[src/dstq_pkg.sv]
// shared types and constants for the deadline sorted timer queue
package dstq_pkg;

    localparam int QUEUE_DEPTH = 32;
    localparam int IDX_W       = $clog2(QUEUE_DEPTH);
    localparam int CNT_W       = $clog2(QUEUE_DEPTH + 1);
    localparam int TIME_W      = 48;
    localparam int DELAY_W     = 32;
    localparam int TAG_W       = 16;
    localparam int ARG_W       = 32;
    localparam int FIFO_DEPTH  = 2;

    localparam logic [TIME_W-1:0] TIME_NONE = {TIME_W{1'b1}};

    localparam logic FUNC_ENQUEUE = 1'b0;
    localparam logic FUNC_SERVICE = 1'b1;

    localparam logic [1:0] KIND_ENQ   = 2'd0;
    localparam logic [1:0] KIND_FIRED = 2'd1;
    localparam logic [1:0] KIND_ALARM = 2'd2;

    // classified command passed from front to back
    typedef struct packed {
        logic              service;
        logic [TIME_W-1:0] now_ms;
        logic [TIME_W-1:0] deadline;
        logic [TAG_W-1:0]  tag;
        logic [ARG_W-1:0]  arg_first;
        logic [ARG_W-1:0]  arg_second;
    } cmd_t;

    // stored event
    typedef struct packed {
        logic [TIME_W-1:0] deadline;
        logic [TAG_W-1:0]  tag;
        logic [ARG_W-1:0]  arg_first;
        logic [ARG_W-1:0]  arg_second;
    } entry_t;

endpackage

[src/dstq_fifo.sv]
// short command queue between front and back
module dstq_fifo (
    input  logic           clk,
    input  logic           rst_n,
    input  logic           in_valid,
    output logic           in_ready,
    input  dstq_pkg::cmd_t in_cmd,
    output logic           out_valid,
    input  logic           out_ready,
    output dstq_pkg::cmd_t out_cmd
);

    localparam int PTR_W = $clog2(dstq_pkg::FIFO_DEPTH);

    dstq_pkg::cmd_t          mem [dstq_pkg::FIFO_DEPTH];
    logic [PTR_W-1:0]        wr_reg, wr_next, rd_reg, rd_next;
    logic [PTR_W:0]          cnt_reg, cnt_next;
    logic                    push, pop;

    assign in_ready  = (cnt_reg != dstq_pkg::FIFO_DEPTH[PTR_W:0]);
    assign out_valid = (cnt_reg != '0);
    assign push      = in_valid && in_ready;
    assign pop       = out_valid && out_ready;
    assign out_cmd   = mem[rd_reg];

    // pointer update
    always_comb
    begin
        wr_next  = push ? PTR_W'(wr_reg + 1'b1) : wr_reg;
        rd_next  = pop ? PTR_W'(rd_reg + 1'b1) : rd_reg;
        cnt_next = cnt_reg;
        if (push && !pop)
        begin
            cnt_next = cnt_reg + 1'b1;
        end
        else if (pop && !push)
        begin
            cnt_next = cnt_reg - 1'b1;
        end
    end

    always_ff @(posedge clk or negedge rst_n)
    begin
        if (!rst_n)
        begin
            wr_reg  <= '0;
            rd_reg  <= '0;
            cnt_reg <= '0;
        end
        else
        begin
            wr_reg  <= wr_next;
            rd_reg  <= rd_next;
            cnt_reg <= cnt_next;
        end
    end

    // storage
    always_ff @(posedge clk)
    begin
        if (push)
        begin
            mem[wr_reg] <= in_cmd;
        end
    end

endmodule

[config.mk]
export PLATFORM = sky130hd
export DESIGN_NAME = dstq_fifo
export DESIGN_NICKNAME = d
export VERILOG_FILES = /design/src/dstq_pkg.sv /design/src/dstq_fifo.sv
export SDC_FILE = /design/constraint.sdc
export NUM_CORES = 1
export LEC_CHECK = 0
export BUFFER_PORTS_ARGS = -buffer_cell sky130_fd_sc_hd__buf_2
export CORE_MARGIN = 5
export CORE_UTILIZATION = 55
export DETAILED_ROUTE_END_ITERATION = 6
export GPL_TIMING_DRIVEN = 0
export PLACE_DENSITY_LB_ADDON = 0.08
export SYNTH_ARGS = -nofsm -noshare
export SYNTH_HDL_FRONTEND = slang
export SYNTH_SLANG_ARGS = --single-unit
[constraint.sdc]
create_clock -name clk -period 27.5 [get_ports clk]
set_clock_uncertainty 0.2 [all_clocks]
set_input_delay 5.5 -clock clk [delete_from_list [all_inputs] [get_ports clk]]
set_output_delay 5.5 -clock clk [all_outputs]
set_load 0.01 [all_outputs]
==> impl_metrics.toml <==
[floorplan]
num_rows = 57
dieArea_sq_um = 27600
die_w_um = 166
start_util = 0.554
io_pins = 360
coreArea_sq_um = 24200
die_y_um = 166

[placement]
pre_cts_slack_ns = 20.03
post_dp_cell_area_sq_um = 15800
dp_hpwl_um = 19600
portBuffers = 359
place_inst = 1260
gp_congestion = 0.770

[worst_setup_path]
crit_fanout = 10
critPathRequiredTime_ns = 21.80
cp_slowest_stage_delay_ns = 0.34
cp.arrival_ns = 1.87
crit_type = "reg2out"
crit_chain = "buf_6 > buf_6 > buf_6 > mux2_4 > buf_2"
start_kind = "flop"
critical_path.slowest_cell = "dfrtp_1"
crit_path_frequent_cell = "buf_6"
crit_path_end_kind = "output pin"

[logic_synthesis]
synth.area.top_cells = "edfxtp_1 79%, mux2_4 11%, mux2_2 6.4%"
synth_edf_count = 354
yosys_warnings = 0
ys_ff_latch = 358
synthTopCellsByCount = "354 x edfxtp_1, 101 x mux2_4, 76 x mux2_2"
syn_nets = 751
async_reset_ff_frac = 0.0112
yosysMostFrequentCell = "edfxtp_1"
syn_area_sq_um = 13400
syn_avg_cell_area_sq_um = 23.5
synthCells = 569
yosysSeqAreaShare = 0.801
ys_dominant_reg_cell = "edfxtp_1"
synth_cell_types = 15
yosys.area.top_type = "edfxtp_1"
synth_top_area_frac = 0.794

[status]
outcome = "complete, no violations"

[global_routing]
grt-ovfl-total = 0
grtUsageTotal = 0.191
grt_pass1_vias = 7396
grt_pass1_wl_um = 40800
grt_max_degree = 70
antenna_found_initial = 12

[power_and_ir_drop]
power_frac_clock = 0.235
leakage_nw = 6.62
internal-power_mw = 1.29
switchingPower_mw = 0.515
peakVddDrop_mv = 0.0614
p_comb_frac = 0.335
p_sw_frac = 0.286
total_power_mw = 1.80
powerDensity_nw_per_um2 = 107
seqPwrFrac = 0.430

[hold_path]
holdCritPathClass = "reg2reg"

[cells_and_area]
fin_cells = 1327
post-route-util = 0.696
nNetsFinal = 1157
drive_gt1_frac = 0.612
fin_area_sq_um = 16800
largest_reg_flops = 354
syn_to_final_growth_pct = 25.7

[drt]
drt-initial-drc-count = 365
ant_nets = 0
dr.pass1.iters = 4
vias = 6732
wl_per_cell_um = 20.4
viasPerCell = 5.07
wl_um = 27000
drc = 0

[sta]
period_needed_ns = 7.57
worst_slack_ns = 19.93
hold_ws_ns = 0.295
relSlewSlack = 0.399
final_hold_viol_count = 0
rsz0062_at_grt = "false"
max_freq_mhz = 132
setup_viol = 0
worst_slew_pin_slew_ns = 0.902
fin_tns_setup_ns = 0
post-route-period-util = 0.275
report.final.slew_viol_count = 0

[clock_network]
clock-sinks = 358
path_clk_slew_ns = 0.06
cts_tree = "done"
clkLatencyLatePin_ns = 0.49
htree_levels = 2
post_cts_resized = 0
cts_buffers = 37
cts_setup_buffers = 0
cts_hold_buf = 0
clockBufferDepth = 3
root_buffer = "clkbuf_16"

[flow_run]
cap_violations = 0
==> kinds of logic after synthesis <==
logic type,synth area share
AND/OR/NAND/NOR,0.00252
buffers and inverters,0.0148
adder cells (fa/ha/maj),0.000934
multiplexers,0.177
XOR/XNOR,0.00327
flip-flops,0.801
==> cell usage in the layout, fill, tap and decap left out, types with 2 or more instances in the layout <==
cell type / synthesis / routed
buf_2: 5 / 364
edfxtp_1: 354 / 354
mux2_4: 101 / 101
mux2_2: 76 / 76
clkbuf_16: 0 / 37
buf_6: 15 / 15
clkinv_1: 0 / 10
diode_2: 0 / 8
clkbuf_1: 0 / 7
clkinv_2: 0 / 5
buf_16: 0 / 5
dfrtp_1: 4 / 4
xnor2_1: 3 / 3
buf_12: 0 / 3
nand2_1: 2 / 2
xor2_1: 2 / 2
==> per-layer routing <==
layer	wire length [um]	vias to the layer above	track usage
met5	52	-	0
met4	745	10	0.0613
met3	2680	50	0.0762
met2	14100	278	0.338
met1	9390	3300	0.212
li1	-	3094	-
==> worst max-delay path, delay by kind of cell, from the launching register on <==
family,cells,cell delay [ns]
buffers and inverters,4,0.72
DFF,1,0.34
muxes,1,0.31
==> layout make-up <==
type,count,area (sq um)
inverters,1,3.75
fillers,1585,7340
multi-input cells,190,2470
plain buffers,20,194
clock inverters,15,62.6
flip-flops and latches,358,10700
diodes,8,20.0
well taps,324,405
repair buffers,367,1990
clock buffers,44,952
==> power groups by stage <==
stage / clock network [mW] / logic, mW / registers (mW)
after floorplan: 0 / 0.387 / 0.808
after global placement: 0 / 0.580 / 0.829
after detailed placement: 0 / 0.614 / 0.786
after CTS: 0.435 / 0.617 / 0.776
after global routing: 0.461 / 0.644 / 0.784
final: 0.424 / 0.604 / 0.774
==> path summary, 6_finish.rpt <==
path                                          end                   start  depth (start not counted)  slack [ns]
setup / recovery                      out_cmd[52]      rd_reg$_DFFE_PN0P_                          5       19.93
hold / removal             cnt_reg[1]$_DFFE_PN0P_  cnt_reg[1]$_DFFE_PN0P_                          1        0.30
setup reg to reg            mem[0][144]$_DFFE_PP_  cnt_reg[0]$_DFFE_PN0P_                          5       25.10
hold reg to reg            cnt_reg[1]$_DFFE_PN0P_  cnt_reg[1]$_DFFE_PN0P_                          1        0.30
max in group asynchronous      rd_reg$_DFFE_PN0P_                   rst_n                          1       22.38
min in group asynchronous  cnt_reg[1]$_DFFE_PN0P_                   rst_n                          1        4.60
(Power assumes the default switching activity.)
