==> src/dstq_pkg.sv <==
// shared types and constants for the deadline sorted timer queue
package dstq_pkg;

    localparam int QUEUE_DEPTH = 32;
    localparam int IDX_W       = $clog2(QUEUE_DEPTH);
    localparam int CNT_W       = $clog2(QUEUE_DEPTH + 1);
    localparam int TIME_W      = 48;
    localparam int DELAY_W     = 32;
    localparam int TAG_W       = 16;
    localparam int ARG_W       = 32;
    localparam int FIFO_DEPTH  = 2;

    localparam logic [TIME_W-1:0] TIME_NONE = {TIME_W{1'b1}};

    localparam logic FUNC_ENQUEUE = 1'b0;
    localparam logic FUNC_SERVICE = 1'b1;

    localparam logic [1:0] KIND_ENQ   = 2'd0;
    localparam logic [1:0] KIND_FIRED = 2'd1;
    localparam logic [1:0] KIND_ALARM = 2'd2;

    // classified command passed from front to back
    typedef struct packed {
        logic              service;
        logic [TIME_W-1:0] now_ms;
        logic [TIME_W-1:0] deadline;
        logic [TAG_W-1:0]  tag;
        logic [ARG_W-1:0]  arg_first;
        logic [ARG_W-1:0]  arg_second;
    } cmd_t;

    // stored event
    typedef struct packed {
        logic [TIME_W-1:0] deadline;
        logic [TAG_W-1:0]  tag;
        logic [ARG_W-1:0]  arg_first;
        logic [ARG_W-1:0]  arg_second;
    } entry_t;

endpackage

==> src/dstq_front.sv <==
// front part: takes command words, computes saturated deadlines, feeds the queue
module dstq_front (
    input  logic               clk,
    input  logic               rst_n,
    input  logic               start,
    input  logic               func,
    input  logic [47:0]        now_ms,
    input  logic [31:0]        timeout_ms,
    input  logic [15:0]        handler_tag,
    input  logic [31:0]        arg_first,
    input  logic [31:0]        arg_second,
    input  logic               cmd_ready,
    output logic               cmd_valid,
    output dstq_pkg::cmd_t     cmd
);

    logic                 cmd_valid_reg, cmd_valid_next;
    dstq_pkg::cmd_t       cmd_reg;
    logic [48:0]          sum;
    logic [47:0]          dl;
    logic                 take;

    // saturating deadline
    always_comb
    begin
        sum = {1'b0, now_ms} + {17'd0, timeout_ms};
        dl  = sum[48] ? dstq_pkg::TIME_NONE : sum[47:0];
    end

    assign take = start && (!cmd_valid_reg || cmd_ready);

    always_comb
    begin
        cmd_valid_next = cmd_valid_reg;
        if (cmd_ready)
        begin
            cmd_valid_next = 1'b0;
        end
        if (take)
        begin
            cmd_valid_next = 1'b1;
        end
    end

    // control register
    always_ff @(posedge clk or negedge rst_n)
    begin
        if (!rst_n)
        begin
            cmd_valid_reg <= 1'b0;
        end
        else
        begin
            cmd_valid_reg <= cmd_valid_next;
        end
    end

    // payload register
    always_ff @(posedge clk)
    begin
        if (take)
        begin
            cmd_reg.service    <= (func == dstq_pkg::FUNC_SERVICE);
            cmd_reg.now_ms     <= now_ms;
            cmd_reg.deadline   <= dl;
            cmd_reg.tag        <= handler_tag;
            cmd_reg.arg_first  <= arg_first;
            cmd_reg.arg_second <= arg_second;
        end
    end

    assign cmd_valid = cmd_valid_reg;
    assign cmd       = cmd_reg;

endmodule

==> config.mk <==
export PLATFORM = sky130hd
export DESIGN_NAME = dstq_front
export DESIGN_NICKNAME = d
export VERILOG_FILES = /design/src/dstq_pkg.sv /design/src/dstq_front.sv
export SDC_FILE = /design/constraint.sdc
export NUM_CORES = 1
export LEC_CHECK = 0
export BUFFER_PORTS_ARGS = -buffer_cell sky130_fd_sc_hd__buf_2
export CAP_MARGIN = 30
export CELL_PAD_IN_SITES_DETAIL_PLACEMENT = 1
export CELL_PAD_IN_SITES_GLOBAL_PLACEMENT = 2
export CORE_MARGIN = 2
export CORE_UTILIZATION = 30
export CTS_CLUSTER_SIZE = 14
export DETAILED_ROUTE_END_ITERATION = 10
export PLACE_DENSITY_LB_ADDON = 0.1
export REMOVE_ABC_BUFFERS = 1
export SYNTH_ARGS = -nofsm -noshare
export SYNTH_HDL_FRONTEND = slang
export SYNTH_SLANG_ARGS = --single-unit
==> constraint.sdc <==
create_clock -name clk -period 5.53 [get_ports clk]
set_input_delay 0.8295 -clock clk [delete_from_list [all_inputs] [get_ports clk]]
set_output_delay 0.8295 -clock clk [all_outputs]
set_load 0.02 [all_outputs]
==> results.toml <==
[run_status]
status = "finished clean"

[drt]
drc = 0
vias_per_cell = 4.788
post_drt_wl_per_cell_um = 19.63
drt-total-wl_um = 24100
routed-via-count = 5880
antenna_left = 0
dr.pass1.iters = 4
drt_iter0_drc = 288

[critical_path]
required_ps = 5720
cpPeakStageDelay_ps = 700
reg2reg_depth = 4
path_cells = "buf_2, ha_1, fa_1, a21o_1, a221o_1, o221a_1, and3_4, o21bai_4, a211o_1, o221ai_2, a211o_1"
critPathSlowestCell = "a211o_1"
worstSetupEndpointType = "flip-flop"
critPathMaxFanout = 21
path_class = "in2reg"
crit_path_start_kind = "primary input"
ff2ff_setup_slack_ps = 3570
cpMostUsedCell = "a211o_1"
cp.arrival_ps = 4060

[timing]
period_needed_ps = 3871
hold_ws_ps = 162.2
rsz0062_at_grt = "no"
slew_violations = 0
min_period_over_period_pct = 69.99
final_hold_viol_count = 0
slew_headroom_pct = 44.35
worst_pin_slew_ps = 834.7
fin_setup_tns_ps = 0
finClkSkew_ps = 9.573
max_freq_mhz = 258.4
setup_viol = 0

[floorplanning]
io-pin-count = 343
die_h_um = 164.7
coreArea_sq_um = 25250
dieWidth_um = 164.7
start_util_pct = 30.68
fp.dieArea_sq_um = 27130
num_rows = 58

[cells_and_area]
multi_input_area_sq_um = 2300
final_core_util_pct = 41.35
largest_reg_flops = 177
syn2layout_area_growth_pct = 34.78
drive_gt1_share_pct = 44.47
design_area_sq_um = 10440
fillers = 2769
nNetsFinal = 1080
fin_cells = 1228
seqCellArea_sq_um = 5340

[yosys]
ys_seq_area_share_pct = 68.92
synth-compound-area-share_pct = 10.74
syn_avg_cell_area_sq_um = 14.57
synthAdderAreaFrac_pct = 5.425
synthCells = 532
synth_area_sq_um = 7749
synth_ff_type = "edfxtp_1"
ys_types = 62
synth-simple-area-share_pct = 9.511
async_flop_share_pct = 0.5618
yosys_warnings = 0
yosys_register_bits = 178
muxShareOfSynthArea_pct = 1.599
synth-xor-area-share_pct = 2.374
synth_edf_count = 177
synth_top_family_by_area = "compound AO/OA/AOI/OAI gates"

[global_route]
grt.overflow.total = 0
grt.met3_usage_pct = 4.370
antenna_found_initial = 5
grt_max_degree = 105
grt_use_met1_pct = 20.63
grt_util_met2_pct = 31.19
grt.total_usage_pct = 17.43
grt_pass1_vias = 6129
grt_pass1_wl_um = 35480
gr-max-usage-layer = "met2"

[placement]
dp_hpwl_um = 18910
placed_cells = 1192
portBuffers = 342
place_congestion = 0.7655
dpl_cell_area_sq_um = 9822

[clock_tree]
cts.sinks = 178
cts.path.max_buffers = 2
cts_resized = 0
htreeDepth = 4
clk_pin_slew_ps = 80
postCtsHoldBufs = 0
clock_tree.root_cell = "clkbuf_16"
insertion_delay_ps = 420
cts_tree = "done"
post_cts_buffers = 0
cts_buffers = 17

[hold_path]
hp-class = "in2async"

[pwr]
vdd_drop_max_mv = 0.1690
pwr_density_cell_nw_per_um2 = 327.9
p_leak_nw = 4.490

[flow_run]
max_cap_viol_count = 0
-- worst max-delay path: cells and delay by family --
kind,cells,cell delay [ps]
AO/OA/AOI/OAI,7,2270
adder cells (fa/ha/maj),2,640
AND/OR/NAND/NOR,1,210
buffers and inverters,1,110
-- cell usage after synthesis, drive strengths merged, types with 2 or more instances --
| cell type | n | area share, % |
|---|---|---|
| a211o | 3 | 0.34 |
| a211oi | 5 | 0.55 |
| a21o | 20 | 1.9 |
| a21oi | 41 | 2.8 |
| a221o | 2 | 0.26 |
| a221oi | 3 | 0.34 |
| a31oi | 6 | 0.48 |
| and2 | 6 | 0.48 |
| and3 | 17 | 1.6 |
| buf | 8 | 0.74 |
| clkbuf | 6 | 0.31 |
| edfxtp | 177 | 69 |
| ha | 32 | 5.2 |
| inv | 8 | 0.39 |
| mux2 | 7 | 1.2 |
| mux2i | 3 | 0.39 |
| nand2 | 55 | 2.7 |
| nand2b | 6 | 0.48 |
| nand3 | 12 | 0.78 |
| nand4 | 6 | 0.48 |
| nor2 | 25 | 1.2 |
| nor2b | 6 | 0.52 |
| nor3 | 3 | 0.19 |
| o211ai | 4 | 0.45 |
| o21a | 3 | 0.29 |
| o21ai | 22 | 1.5 |
| o21bai | 2 | 0.34 |
| o31a | 2 | 0.23 |
| o31ai | 2 | 0.26 |
| or4 | 2 | 0.19 |
| xnor2 | 13 | 1.5 |
| xor2 | 8 | 0.90 |
-- power by group --
group	total [mW]	internal [mW]	switching (mW)
registers	1.62	1.60	0.0242
clock network	1.22	0.612	0.607
logic	0.583	0.214	0.370
total	3.42	2.42	1.00
-- cell type report --
class,count,share of cell area [%]
multi-input combinational,332,22.02
antenna,3,0.07188
clock inverter,14,1.510
clock buffer,18,4.109
inverter,8,0.2875
timing repair buffer,345,16.92
tap,330,3.954
sequential,178,51.13
-- path summary, 6_finish.rpt --
kind / from / end
hold / removal: rst_n / cmd_valid$_DFFE_PN0P_
setup reg to reg: cmd_valid$_DFFE_PN0P_ / cmd[92]$_SDFFCE_PP1P_
max in group asynchronous: rst_n / cmd_valid$_DFFE_PN0P_
setup / recovery: now_ms[0] / cmd[111]$_SDFFCE_PP1P_
min in group clk: cmd_valid$_DFFE_PN0P_ / cmd_valid$_DFFE_PN0P_
hold reg to reg: cmd_valid$_DFFE_PN0P_ / cmd_valid$_DFFE_PN0P_
-- kinds of logic after synthesis --
group           Yosys count
flops                   178
simple gates            145
compound gates          123
fa+ha+maj                33
buf+inv                  22
xor+xnor                 21
mux                      10
-- cell usage in the layout, fill, tap and decap left out, types with 4 or more instances in the layout --
cell and n:
buf_2 342, edfxtp_1 177, nand2_1 55, a21oi_1 38, ha_1 32, nor2_1 25
a21o_1 20, clkbuf_16 17, and3_1 13, xnor2_1 13, nand3_1 12, o21ai_0 11
o21ai_1 10, inv_1 8, xor2_1 8, nand2b_1 6, nand4_1 6, a31oi_1 6
and2_1 5, nor2b_1 5, inv_8 5, a211oi_1 4, and3_4 4, mux2_4 4
-- layer usage --
layer  part of all wire (%)  wire [um]
met2                     52      12500
met3                    7.2       1740
met1                     40       9615
met5                  0.095         23
met4                   0.94        227
-- per-stage QoR --
step	total power, mW	setup WS, ps
after floorplan	2.014	0.1945
after global placement	2.233	1268
after detailed placement	2.244	1129
after CTS	3.470	1610
after global routing	3.579	1467
final	3.425	1659
Power figures use the tool's default switching activity.
